===== src/rtl/core/srfc_pkg.sv =====
// Shared types, constants and CRC function for the sensor response frame checker.
`timescale 1ns / 1ps
`default_nettype none

package srfc_pkg;

	localparam logic [15:0] CRC_INIT     = 16'hFFFF;
	localparam logic [15:0] CRC_POLY     = 16'hA001;
	localparam logic [7:0]  HEADER_BYTE0 = 8'h03;
	localparam logic [7:0]  HEADER_BYTE1 = 8'h04;
	localparam logic [2:0]  POS_LAST_CRC = 3'd5;

	typedef enum logic [2:0] {
		POS_HDR0  = 3'd0,
		POS_HDR1  = 3'd1,
		POS_HUM_H = 3'd2,
		POS_HUM_L = 3'd3,
		POS_TMP_H = 3'd4,
		POS_TMP_L = 3'd5,
		POS_CRC_L = 3'd6,
		POS_CRC_H = 3'd7
	} srfc_pos_t;

	typedef enum logic [1:0] {
		STATUS_OK     = 2'd0,
		STATUS_HEADER = 2'd1,
		STATUS_CRC    = 2'd2
	} srfc_status_t;

	typedef struct packed {
		logic [7:0] data_byte;
		logic       frame_start;
	} srfc_byte_t;

	typedef struct packed {
		logic       valid;
		srfc_byte_t payload;
	} srfc_s1_t;

	// Byte-parallel CRC-16/MODBUS update, reflected polynomial.
	function automatic logic [15:0] crc_feed(input logic [15:0] crc, input logic [7:0] b);
		logic [15:0] c;
		c = crc ^ {8'h00, b};
		for (int k = 0; k < 8; k++) begin
			if (c[0]) begin
				c = (c >> 1) ^ CRC_POLY;
			end else begin
				c = c >> 1;
			end
		end
		return c;
	endfunction

endpackage

`default_nettype wire


===== src/rtl/core/srfc_stream_if.sv =====
// Valid/ready channel interfaces for the byte input and the result output.
`timescale 1ns / 1ps
`default_nettype none


interface srfc_result_if;
	logic               valid;
	logic               ready;
	logic [1:0]         frame_status;
	logic signed [15:0] temperature_tenths;
	logic [15:0]        humidity_tenths;

	modport source (output valid, output frame_status, output temperature_tenths,
		output humidity_tenths, input ready);
	modport sink   (input valid, input frame_status, input temperature_tenths,
		input humidity_tenths, output ready);
endinterface

`default_nettype wire


===== src/rtl/core/srfc_frame_core.sv =====
// Frame state, CRC update, checks and result register.
`timescale 1ns / 1ps
`default_nettype none

module srfc_frame_core (
	input  wire logic             clk,
	input  wire logic             arst_n,
	input  wire srfc_pkg::srfc_s1_t s1,
	output logic                  take,
	srfc_result_if.source         result_out
);
	import srfc_pkg::*;

	srfc_pos_t    pos_q;
	logic [15:0]  crc_q;
	logic         hdr_bad_q;
	logic [15:0]  hum_q;
	logic [15:0]  tmp_q;
	logic [7:0]   crc_low_q;

	logic               out_valid_q;
	srfc_status_t       status_q;
	logic signed [15:0] temp_q;
	logic [15:0]        humid_q;

	srfc_pos_t          pos;
	logic [7:0]         b;
	logic [15:0]        crc_base;
	logic [15:0]        crc_next;
	logic               hdr_bad_next;
	logic               emit;
	logic               slot_free;
	srfc_status_t       status;
	logic [15:0]        received;
	logic [15:0]        mag;
	logic signed [15:0] temp_val;

	assign b    = s1.payload.data_byte;
	assign pos  = s1.payload.frame_start ? POS_HDR0 : pos_q;
	assign emit = (pos == POS_CRC_H);

	assign slot_free = !out_valid_q || result_out.ready;
	assign take      = s1.valid && (!emit || slot_free);

	always_comb begin
		crc_base = (pos == POS_HDR0) ? CRC_INIT : crc_q;
		crc_next = (pos <= POS_LAST_CRC) ? crc_feed(crc_base, b) : crc_base;
		case (pos)
			POS_HDR0: hdr_bad_next = (b != HEADER_BYTE0);
			POS_HDR1: hdr_bad_next = hdr_bad_q || (b != HEADER_BYTE1);
			default:  hdr_bad_next = hdr_bad_q;
		endcase
	end

	// Header is checked ahead of the CRC.
	always_comb begin
		received = {b, crc_low_q};
		if (hdr_bad_q) begin
			status = STATUS_HEADER;
		end else if (received != crc_q) begin
			status = STATUS_CRC;
		end else begin
			status = STATUS_OK;
		end
		mag      = {1'b0, tmp_q[14:0]};
		temp_val = tmp_q[15] ? -$signed(mag) : $signed(mag);
	end

	always_ff @(posedge clk or negedge arst_n) begin
		if (!arst_n) begin
			pos_q     <= POS_HDR0;
			crc_q     <= CRC_INIT;
			hdr_bad_q <= 1'b0;
			hum_q     <= '0;
			tmp_q     <= '0;
			crc_low_q <= '0;
		end else if (take) begin
			pos_q     <= srfc_pos_t'(pos + 3'd1);
			crc_q     <= emit ? CRC_INIT : crc_next;
			hdr_bad_q <= hdr_bad_next;
			case (pos)
				POS_HUM_H: hum_q[15:8] <= b;
				POS_HUM_L: hum_q[7:0]  <= b;
				POS_TMP_H: tmp_q[15:8] <= b;
				POS_TMP_L: tmp_q[7:0]  <= b;
				POS_CRC_L: crc_low_q   <= b;
				default:   ;
			endcase
		end
	end

	always_ff @(posedge clk or negedge arst_n) begin
		if (!arst_n) begin
			out_valid_q <= 1'b0;
		end else if (take && emit) begin
			out_valid_q <= 1'b1;
		end else if (result_out.ready) begin
			out_valid_q <= 1'b0;
		end
	end

	// Zero the readings on any error.
	always_ff @(posedge clk) begin
		if (take && emit) begin
			status_q <= status;
			temp_q   <= (status == STATUS_OK) ? temp_val : 16'sd0;
			humid_q  <= (status == STATUS_OK) ? hum_q : 16'd0;
		end
	end

	assign result_out.valid              = out_valid_q;
	assign result_out.frame_status       = status_q;
	assign result_out.temperature_tenths = temp_q;
	assign result_out.humidity_tenths    = humid_q;

endmodule

`default_nettype wire


===== src/flat_wrapper.sv =====
// flat-port wrapper written by rule: the top's interface ports become plain ports
module srfc_frame_core_flat import srfc_pkg::*;
  (clk, arst_n, s1, take, result_out_valid, result_out_frame_status, result_out_temperature_tenths, result_out_humidity_tenths, result_out_ready);
  srfc_result_if result_out_i ();
  input  wire logic clk;
  input  wire logic arst_n;
  input  wire srfc_pkg::srfc_s1_t s1;
  output logic take;
  output wire logic [$bits(result_out_i.valid)-1:0] result_out_valid;
  output wire logic [$bits(result_out_i.frame_status)-1:0] result_out_frame_status;
  output wire logic [$bits(result_out_i.temperature_tenths)-1:0] result_out_temperature_tenths;
  output wire logic [$bits(result_out_i.humidity_tenths)-1:0] result_out_humidity_tenths;
  input wire logic [$bits(result_out_i.ready)-1:0] result_out_ready;
  assign result_out_valid = result_out_i.valid;
  assign result_out_frame_status = result_out_i.frame_status;
  assign result_out_temperature_tenths = result_out_i.temperature_tenths;
  assign result_out_humidity_tenths = result_out_i.humidity_tenths;
  assign result_out_i.ready = result_out_ready;
  srfc_frame_core u_core (.clk(clk), .arst_n(arst_n), .s1(s1), .take(take), .result_out(result_out_i));
endmodule

===== config.mk =====
export PLATFORM = sky130hd
export DESIGN_NAME = srfc_frame_core_flat
export DESIGN_NICKNAME = d
export VERILOG_FILES = /design/src/rtl/core/srfc_pkg.sv /design/src/rtl/core/srfc_stream_if.sv /design/src/rtl/core/srfc_frame_core.sv /design/src/flat_wrapper.sv
export SDC_FILE = /design/constraint.sdc
export NUM_CORES = 1
export LEC_CHECK = 0
export ABC_AREA = 1
export BUFFER_PORTS_ARGS = -buffer_cell sky130_fd_sc_hd__buf_2
export CORE_ASPECT_RATIO = 1.25
export CORE_MARGIN = 3
export CORE_UTILIZATION = 59
export CTS_CLUSTER_SIZE = 16
export DETAILED_ROUTE_END_ITERATION = 7
export PLACE_DENSITY = 0.8
export REMOVE_ABC_BUFFERS = 1
export SYNTH_ARGS = -nofsm -noshare
export SYNTH_HDL_FRONTEND = slang
export SYNTH_SLANG_ARGS = --single-unit
export TNS_END_PERCENT = 10

===== constraint.sdc =====
create_clock -name clk -period 3.5 [get_ports clk]
set_input_delay 0.35 -clock clk [delete_from_list [all_inputs] [get_ports clk]]
set_output_delay 0.35 -clock clk [all_outputs]
set_load 0.01 [all_outputs]

* Word level (Yosys, flattened, before mapping)
Cells that the tools add are included.
** Cells by class
- Eq/ne operators :: 10
- Add/subtract/negate cells :: 2
- Bitwise gates (word level) :: 9
- Order comparisons :: 1
- Reduce and logical (&&, ||, !) cells :: 18
- Multiplexer cells :: 18
** Operators with widths (number)
- $mux 16 :: 11
- $not 2->3 :: 8
- $ne 16x16->1 :: 1
- $neg 15->16 :: 1
- $xor 16x8->16 :: 1
- $mux 15 :: 1
- $reduce_and 2->1 :: 7
- $eq 3x3->1 const B :: 4
- $ne 8x2->1 const B :: 1
- $ne 8x3->1 const B :: 1
- $eq 3x2->1 const B :: 2
- $mux 2 :: 2
- $reduce_bool 2->1 :: 2
- $add 3x1->3 const B :: 1
- $eq 3x1->1 const B :: 1
- $le 3x3->1 const B :: 1
- $logic_not 3->1 :: 1
- $logic_or 1x1->1 :: 3
- $mux 3 :: 1
- $logic_and 1x1->1 :: 2
- $logic_not 1->1 :: 2
- $logic_not 2->1 :: 1
- $mux 1 :: 2
- $pmux 1 s2 :: 1
** Storage, ports and cells
- Bits of input ports :: 13
- Output and inout port bits :: 36
- Register bits after elaboration :: 95
- Word-level logic and storage cells :: 71

* Logic depth before layout (Yosys ltp)
Gate-level depths: netlist of the first run.
- Depth in word-level cells :: 22
- Mapped depth :: 21
- Depth with buffers taken out :: 20

* Least setup slack after synthesis of the first run
Ideal clock, no wire load.
- Path kind :: reg2reg
- Start point :: register u_core.pos_q[0]
- End point :: register u_core.status_q[0] (netlist: u_core.result_out.frame_status[0]) (enable)
- Buffers on the path :: 1
- Cell stages (with the launch flop) :: 11
- Library setup time :: 0.389 ns
- Data arrival time :: 2.093 ns
- Required time :: 3.111 ns
- Path slack :: 1.017 ns
- Cell sequence :: dfrtp_1 -> inv_1 -> nor2_1 -> ha_1 -> ha_1 -> nand2_1 -> nand2_1 -> inv_1 -> buf_2 -> nand2_1 -> inv_1
** Between the ends
- Longest elaborated chain between the ends :: 6
** RTL lines
- start: declaration :: line srfc_frame_core.sv:14 : srfc_pos_t pos_q;
- start signal: assignment :: line srfc_frame_core.sv:78 : pos_q <= srfc_pos_t'(pos + 3'd1);
- $mux 3 (*) :: line srfc_frame_core.sv:39 : assign pos = s1.payload.frame_start ? POS_HDR0 : pos_q;
- $eq 3x3->1 (*) :: line srfc_frame_core.sv:40 : assign emit = (pos == POS_CRC_H);
- $logic_not 1->1 :: line srfc_frame_core.sv:43 : assign take = s1.valid && (!emit || slot_free);
- $logic_or 1x1->1 :: line srfc_frame_core.sv:43
- $logic_and 1x1->1 :: line srfc_frame_core.sv:43
- $logic_and 1x1->1 (*) :: line srfc_frame_core.sv:104 : if (take && emit) begin
- end signal: assignment :: line srfc_frame_core.sv:105 : status_q <= status;
- end: declaration :: line srfc_frame_core.sv:22 : srfc_status_t status_q;
Every way passes the cells marked *; elsewhere a longest branch is shown, timed or not.
A chain may end at the register's enable or synchronous reset.

* Final worst setup path of the first run
- Start point :: register u_core.pos_q[0]
- End point :: output take
** Between the ends
- Longest elaborated chain between the ends :: 5
** RTL lines
- $mux 3 :: line srfc_frame_core.sv:39
- $eq 3x3->1 :: line srfc_frame_core.sv:40
- $logic_not 1->1 :: line srfc_frame_core.sv:43
- $logic_or 1x1->1 :: line srfc_frame_core.sv:43
- $logic_and 1x1->1 :: line srfc_frame_core.sv:43
- end: declaration :: line flat_wrapper.sv:8 : output logic take;
Every way passes these cells.

==> results of run 1 <==
[critical path, stage by stage, from the launching register on]
cell and delay, ns:
dfrtp_1 0.39, inv_1 0.08, nor2_1 0.21, ha_1 0.24, ha_1 0.21, nand2_1 0.06, nand2_1 0.37, inv_1 0.24
buf_4 0.25, buf_2 0.15
[area by class of cell]
class	count	area (um2)	area share
inverters	74	278	0.0513
well taps	95	119	0.0220
flip-flops and latches	95	2570	0.474
clock inverters	5	33.8	0.00624
repair buffers	55	293	0.0541
clock buffers	11	141	0.0261
multi-input cells	377	1980	0.366
[stage by stage]
stage	power (uW)	instance area [um2]	std cells	setup slack, ns
floorplan	2110	4830	546	0.671
global placement	2280	5240	696	0.979
detailed placement	2320	5240	696	0.822
CTS	2980	5410	712	0.660
global route	3170	5410	712	0.380
finish	2980	5410	712	0.590
[kinds of logic (layout without fill, tap and decap cells)]
family,after synthesis,count (layout),share of synthesized area
buf+inv,93,145,0.0781
flops,95,95,0.520
simple gates,241,241,0.227
fa+ha+maj,7,7,0.0178
xor+xnor,18,18,0.0335
compound gates,111,111,0.123
[per-layer routing]
layer	vias up	share of wire
met5	-	0
met4	0	0.050
met3	52	0.061
met2	171	0.49
met1	1888	0.40
li1	1929	-
[state kept, by name, summed over array words and instances, names as in the netlist]
name and count:
u_core.crc_q 16, u_core.hum_q 16, u_core.tmp_q 16, u_core.pos_q 3, u_core.result_out.temperature_tenths 16, u_core.result_out.humidity_tenths 16, u_core.crc_low_q 8, u_core.result_out.frame_status 2
u_core.hdr_bad_q 1, u_core.result_out.valid 1
[power groups by stage]
stage | registers (uW) | logic (uW) | clock network (uW)
after floorplan | 1510 | 599 | 0
after global placement | 1550 | 733 | 0
after detailed placement | 1560 | 765 | 0
after CTS | 1540 | 776 | 666
after global routing | 1560 | 892 | 712
final | 1540 | 783 | 657
[cells in the final DEF (no fill, tap or decap), types with 24 or more instances in the layout]
master,count
o21ai_0,70
nor2_1,57
edfxtp_1,34
dfrtp_1,45
a21oi_1,24
nand2_2,25
inv_1,70
nand3_1,27
buf_2,48
nand2_1,103
[worst paths after layout]
check	slack [ns]	endpoint	from	depth (start not counted)
max	0.59	take	u_core.pos_q[0]	9
min	0.12	u_core.hum_q[0]	arst_n	1
max reg2reg	0.78	u_core.result_out.humidity_tenths[8]	u_core.pos_q[0]	10
min reg2reg	0.50	u_core.hum_q[4]	u_core.hum_q[4]	2
max in group asynchronous	2.55	u_core.tmp_q[12]	arst_n	2
min in group clk	0.19	u_core.result_out.valid	result_out_ready	2
==> summary.txt, run 1 <==
Clock tree
  – Longest Clk Path Bufs: 2
  – Clock root buffer master: clkbuf_8
  – Num CTS Buffers: 9
  – Post-CTS sizing: 0
  – CTS clk-pin slew, worst paths: 0.09 ns
  – Sink Count: 95
  – CTS tree: built
  – Cts-stage hold buffer count: 0
  – Worst-Skew Late Latency: 0.37 ns
  – Post-CTS Repair Setup Buffers: 0
  – CTS H-tree lvls: 3

Synth
  – Seq cells post-synth: 95
  – Cell with the most instances after synthesis: nand2_1
  – Post-synth top area cell: dfrtp_1
  – Area share of the largest cell type after synthesis: 0.228
  – FFs w/ async S/R, synth: 0.642
  – Most common library cells after synthesis: 103 x nand2_1, 70 x inv_1, 70 x o21ai_0
  – Synth Cell Area: 4930 um2
  – Number of synthesized flops with an enable pin: 34
  – Top post-synthesis cells by area: dfrtp_1 23%, edfxtp_1 21%, dfstp_2 8.5%, nand2_1 7.8%, o21ai_0 7.1%
  – Sequential area share after synthesis: 0.520
  – Top FF cell, synth: dfrtp_1
  – Yosys cell types: 39
  – Mapped Cells: 565
  – Syn avg cell area: 8.73 um2
  – Yosys warning total: 0

STA
  – Tcrit/Tclk final: 0.831
  – Max_slew headroom: 0.371
  – Hold Violations, Final: 0
  – Final setup fails: 0
  – Final TNS setup: 0 ns
  – Skew final: 0.0111 ns
  – Final Max Slew Viols: 0
  – Worst-margin pin slew: 0.944 ns
  – Fin Hold WS: 0.122 ns
  – Minimum clock period after layout: 2.91 ns
  – Unrepaired setup endpoints after global routing: no
  – Fmax: 0.344 GHz

Finish
  – Util after Layout: 0.679
  – Fin nets: 632
  – Syn-to-layout area delta: 9.71%
  – Number of diodes: 0
  – Ratio of cells with drive above 1 in the final layout: 0.211
  – # fillers: 634

Setup path
  – Crit. End Element: output port
  – Worst path required time: 3.15 ns
  – Worst Path Class, Setup: flip-flop to output port
  – CP Launch Type: flip-flop
  – Worst Path Arrival: 2.56 ns
  – Max FO, Critical Path: 15

GRT
  – Global-route met2 utilization: 0.410
  – Gr busiest metal: met2
  – Total GRT Usage: 0.252
  – Met3 global-route usage: 0.0534
  – Initial antenna violation count: 0
  – Vias in the first global route: 3968
  – Global route overflow: 0
  – GR met1 Demand/Resource: 0.303
  – First-pass GRT wire length: 18400 um
  – Largest net degree at the start of global routing: 43

Power and ir drop
  – Power per cell area: 551 nW/um2
  – Sequential power share: 0.517
  – Power share of the clock group: 0.220
  – Logic pwr share: 0.262
  – Sw Ratio: 0.350
  – Pleak: 0.00240 uW
  – Internal power: 1940 uW
  – Max rail drop VDD: 327 uV
  – Switching power: 1050 uW

Outcome
  – Status: finished, final reports clean

Routing
  – Router iterations before antenna repair: 5
  – DR iter-0 viols: 263
  – Vias per Instance: 5.67
  – Vias: 4040
  – Residual DRC: 0
  – Routed wire length: 11100 um
  – Average wire per standard cell: 15.6 um
  – Final antenna-violating net count: 0

Floorplan
  – # IOs: 49
  – Die width: 87.8 um
  – Starting Density: 0.619
  – Row cnt: 36
  – Die area: 9500 um2
  – Core Region: 7970 um2
  – Die span in y: 108 um

Placement
  – DP Wirelength: 7810 um
  – GP Congestion: 0.946
  – Port bufs: 48

Job
  – Max_cap viols: 0

Min path
  – Hold Path Class: primary input to asynchronous set/reset pin
Power figures use the tool's default switching activity.
==> run 2, diff against run 1 <==
Settings changed: ABC_AREA 1 to 0, CORE_UTILIZATION 59 to 53, PLACE_DENSITY 0.8 to 0.76.
Clock period 3.5 ns to 2.3 ns, I/O delays scaled along.
==> run 2 against run 1 <==
Clock skew is 0.00056 ns lower. Critical path type is now flip-flop to flip-flop. Hold slack better by 0.14 ns. Critical path depth is 1 lower. First-iteration DRC count is 60% lower. Global-route usage is 6.3 points lower. Cell count is 23% lower. Clock power is 78% higher. Non-clock buffer count is 13 higher. Power is 90% higher. Largest power group unchanged. Combinational power is 130% higher.
==> summary.txt, run 2 <==
GRT
  – Met3 global-route usage: 0.0319 (was 0.0534)
  – Vias in the first global route: 2976 (was 3968)
  – Gr busiest metal: met2 (unchanged)
  – Largest net degree at the start of global routing: 34 (was 43)
  – GR met1 Demand/Resource: 0.233 (was 0.303)
  – First-pass GRT wire length: 14800 um (was 18400 um)
  – Initial antenna violation count: 0 (unchanged)
  – Global-route met2 utilization: 0.330 (was 0.410)
  – Global route overflow: 0 (unchanged)
  – Total GRT Usage: 0.189 (was 0.252)

Setup path
  – Worst path required time: 2.55 ns (was 3.15 ns)
  – R2R depth: 8 (was 10)
  – Crit. End Element: flip-flop (was output port)
  – Max FO, Critical Path: 8 (was 15)
  – Worst Path Class, Setup: flip-flop to flip-flop (was flip-flop to output port)
  – CP Launch Type: flip-flop (unchanged)
  – Worst Path Arrival: 2.50 ns (was 2.56 ns)

Synth
  – Post-synth top area cell: dfrtp_1 (unchanged)
  – Syn avg cell area: 12.7 um2 (was 8.73 um2)
  – Top FF cell, synth: dfrtp_1 (unchanged)
  – Number of synthesized flops with an enable pin: 34 (unchanged)
  – Synth Cell Area: 4650 um2 (was 4930 um2)
  – Cell with the most instances after synthesis: dfrtp_1 (was nand2_1)
  – Yosys cell types: 48 (was 39)
  – Area share of the largest cell type after synthesis: 0.242 (was 0.228)
  – Mapped Cells: 365 (was 565)
  – Yosys warning total: 0 (unchanged)
  – Most common library cells after synthesis: 45 x dfrtp_1, 42 x mux2_2, 38 x xnor2_1 (was 103 x nand2_1, 70 x inv_1, 70 x o21ai_0)
  – Top post-synthesis cells by area: dfrtp_1 24%, edfxtp_1 22%, mux2_2 10%, dfstp_2 9.0%, xnor2_1 7.2% (was dfrtp_1 23%, edfxtp_1 21%, dfstp_2 8.5%, nand2_1 7.8%, o21ai_0 7.1%)
  – FFs w/ async S/R, synth: 0.642 (unchanged)
  – Sequential area share after synthesis: 0.552 (was 0.520)
  – Seq cells post-synth: 95 (unchanged)

Clock tree
  – Worst-Skew Late Latency: 0.36 ns (was 0.37 ns)
  – Longest Clk Path Bufs: 2 (unchanged)
  – Post-CTS Repair Setup Buffers: 0 (unchanged)
  – Clock root buffer master: clkbuf_8 (unchanged)
  – CTS clk-pin slew, worst paths: 0.09 ns (about the same)
  – CTS tree: built (unchanged)
  – CTS H-tree lvls: 3 (unchanged)
  – Sink Count: 95 (unchanged)
  – Num CTS Buffers: 9 (unchanged)

Power and ir drop
  – Switching power: 1830 uW (was 1050 uW)
  – Pleak: 0.00222 uW (was 0.00240 uW)
  – Sequential power share: 0.479 (was 0.517)
  – Sw Ratio: 0.323 (was 0.350)
  – Max rail drop VDD: 569 uV (was 327 uV)
  – Internal power: 3840 uW (was 1940 uW)
  – Power share of the clock group: 0.206 (was 0.220)
  – Logic pwr share: 0.315 (was 0.262)
  – Power per cell area: 1060 nW/um2 (was 551 nW/um2)

Routing
  – Routed wire length: 9010 um (was 11100 um)
  – Vias per Instance: 5.43 (was 5.67)
  – Vias: 2963 (was 4040)
  – Residual DRC: 0 (unchanged)
  – DR iter-0 viols: 105 (was 263)
  – Average wire per standard cell: 16.5 um (was 15.6 um)
  – Router iterations before antenna repair: 4 (was 5)
  – Final antenna-violating net count: 0 (unchanged)

Min path
  – Hold Path Class: primary input to flip-flop (was primary input to asynchronous set/reset pin)
  – Worst Hold Depth: 4

Finish
  – Util after Layout: 0.639 (was 0.679)
  – Post-Layout Cell Count: 546 (was 712)
  – # fillers: 656 (was 634)
  – Number of diodes: 0 (unchanged)
  – Commonest non-fill, non-tap cell in the layout: buf_2 (was nand2_1)
  – Fin nets: 444 (was 632)
  – Syn-to-layout area delta: 15.1% (was 9.71%)
  – Post-layout instance area: 5350 um2 (was 5410 um2)
  – Most frequent cells in the layout: 47 x buf_2, 45 x dfrtp_1, 42 x mux2_2, 37 x xnor2_1, 34 x edfxtp_1 (was 103 x nand2_1, 70 x inv_1, 70 x o21ai_0, 57 x nor2_1, 48 x buf_2)
  – Ratio of cells with drive above 1 in the final layout: 0.361 (was 0.211)

STA
  – Max_slew headroom: 0.647 (was 0.371)
  – Fmax: 0.444 GHz
  – Final setup margin: 0.0468 ns (was 0.590 ns)
  – Fin Hold WS: 0.264 ns (was 0.122 ns)
  – Unrepaired setup endpoints after global routing: yes (was no)
  – Final Max Slew Viols: 0 (unchanged)
  – Hold Violations, Final: 0 (unchanged)
  – Tcrit/Tclk final: 0.980
  – Final setup fails: 0 (unchanged)
  – Skew final: 0.0105 ns (was 0.0111 ns)
  – Minimum clock period after layout: 2.25 ns
  – Worst-margin pin slew: 0.530 ns (was 0.944 ns)

Placement
  – DP Wirelength: 6490 um (was 7810 um)
  – Setup WS pre-CTS: -0.0662 ns (was 0.822 ns)
  – Area after DPL: 5090 um2 (was 5240 um2)
  – Port bufs: 48 (unchanged)
  – GP Congestion: 0.876 (was 0.946)
  – Cells after DPL: 529 (was 696)

Outcome
  – Status: finished, final reports clean (unchanged)

Floorplan
  – Die area: 9940 um2 (was 9500 um2)
  – Row cnt: 37 (was 36)
  – Die width: 89.8 um (was 87.8 um)
  – Starting Density: 0.555 (was 0.619)
  – # IOs: 49 (unchanged)
  – Core Region: 8380 um2 (was 7970 um2)
  – Die span in y: 111 um (was 108 um)

Job
  – Max_cap viols: 0 (unchanged)
[run 2: cell types whose count changed after synthesis, moves of 19 or more]
cell and delta:
xnor2_1 +28, o21ai_0 -66, a21oi_1 -19, inv_1 -65
nand2_2 -25, nand2_1 -88, nand3_1 -24, nor2_1 -27
mux2_2 +42
[run 2: power by group through the flow]
stage	Sequential, uW	Clock (uW)	Combinational [uW]
2_1_floorplan	2590	0	1440
3_3_place_gp	2710	0	1700
3_5_place_dp	2740	0	1770
4_1_cts	2710	1190	1800
5_1_grt	2770	1250	1960
6_report	2710	1170	1790
[run 2: metrics by stage]
stage          power, uW  setup TNS [ns]
2_1_floorplan       4030          -50.47
3_3_place_gp        4410       -0.000701
3_5_place_dp        4510          -0.132
4_1_cts             5690               0
5_1_grt             5990          -0.460
6_report            5670               0
[run 2: critical path, cell delays in order (launching register included)]
cell and delay, ns:
dfrtp_1 0.41, nand2b_1 0.14, inv_1 0.10, ha_1 0.24, ha_1 0.21, a21boi_2 0.17, and2_0 0.23, nand2_1 0.28
mux2_2 0.36
[run 2: cell families after synthesis]
group / Yosys count / synth area share
DFF: 95 / 0.552
and+or+nand+nor: 93 / 0.105
xor gates and xnor gates: 59 / 0.118
AOI/OAI and AO/OA: 43 / 0.0729
muxes: 43 / 0.104
buffers and inverters: 25 / 0.0285
adders and majority gates: 7 / 0.0188
[run 2: final cells by class]
class                           count  area (um2)  share of cell area
Inverter                            5        18.8             0.00351
Sequential cell                    95        2570               0.480
Clock inverter                      2        17.5             0.00327
Tap cell                          117         146              0.0273
Multi-Input combinational cell    245        1970               0.368
Clock buffer                       14         206              0.0386
Timing Repair Buffer               68         424              0.0792
[run 2: per-layer routing]
layer / share of wire / up-vias / wire length (um)
met4: 0.020 / 0 / 179
met5: 0 / - / 0
met1: 0.41 / 1465 / 3730
li1: - / 1400 / -
met2: 0.52 / 85 / 4680
met3: 0.046 / 13 / 418
[run 2: path summary, 6_finish.rpt]
path	startpoint	to	slack [ns]
setup / recovery	u_core.pos_q[0]	u_core.crc_low_q[2]	0.05
setup reg to reg	u_core.pos_q[0]	u_core.crc_low_q[2]	0.05
hold reg to reg	u_core.hum_q[0]	u_core.hum_q[0]	0.50
max in group asynchronous	arst_n	u_core.hum_q[10]	1.39
hold / removal	s1[9]	u_core.crc_q[0]	0.26
min in group asynchronous	arst_n	u_core.crc_low_q[2]	0.37
[run 2: what timing repair did]
item / 4_1_cts / 5_1_grt
gates resized for setup: 2 / 5
hold buffers: 1 / 0
endpoints found under the setup margin: 2 / 74
endpoints found under the hold margin: 4 / 0
gates cloned: 0 / 0
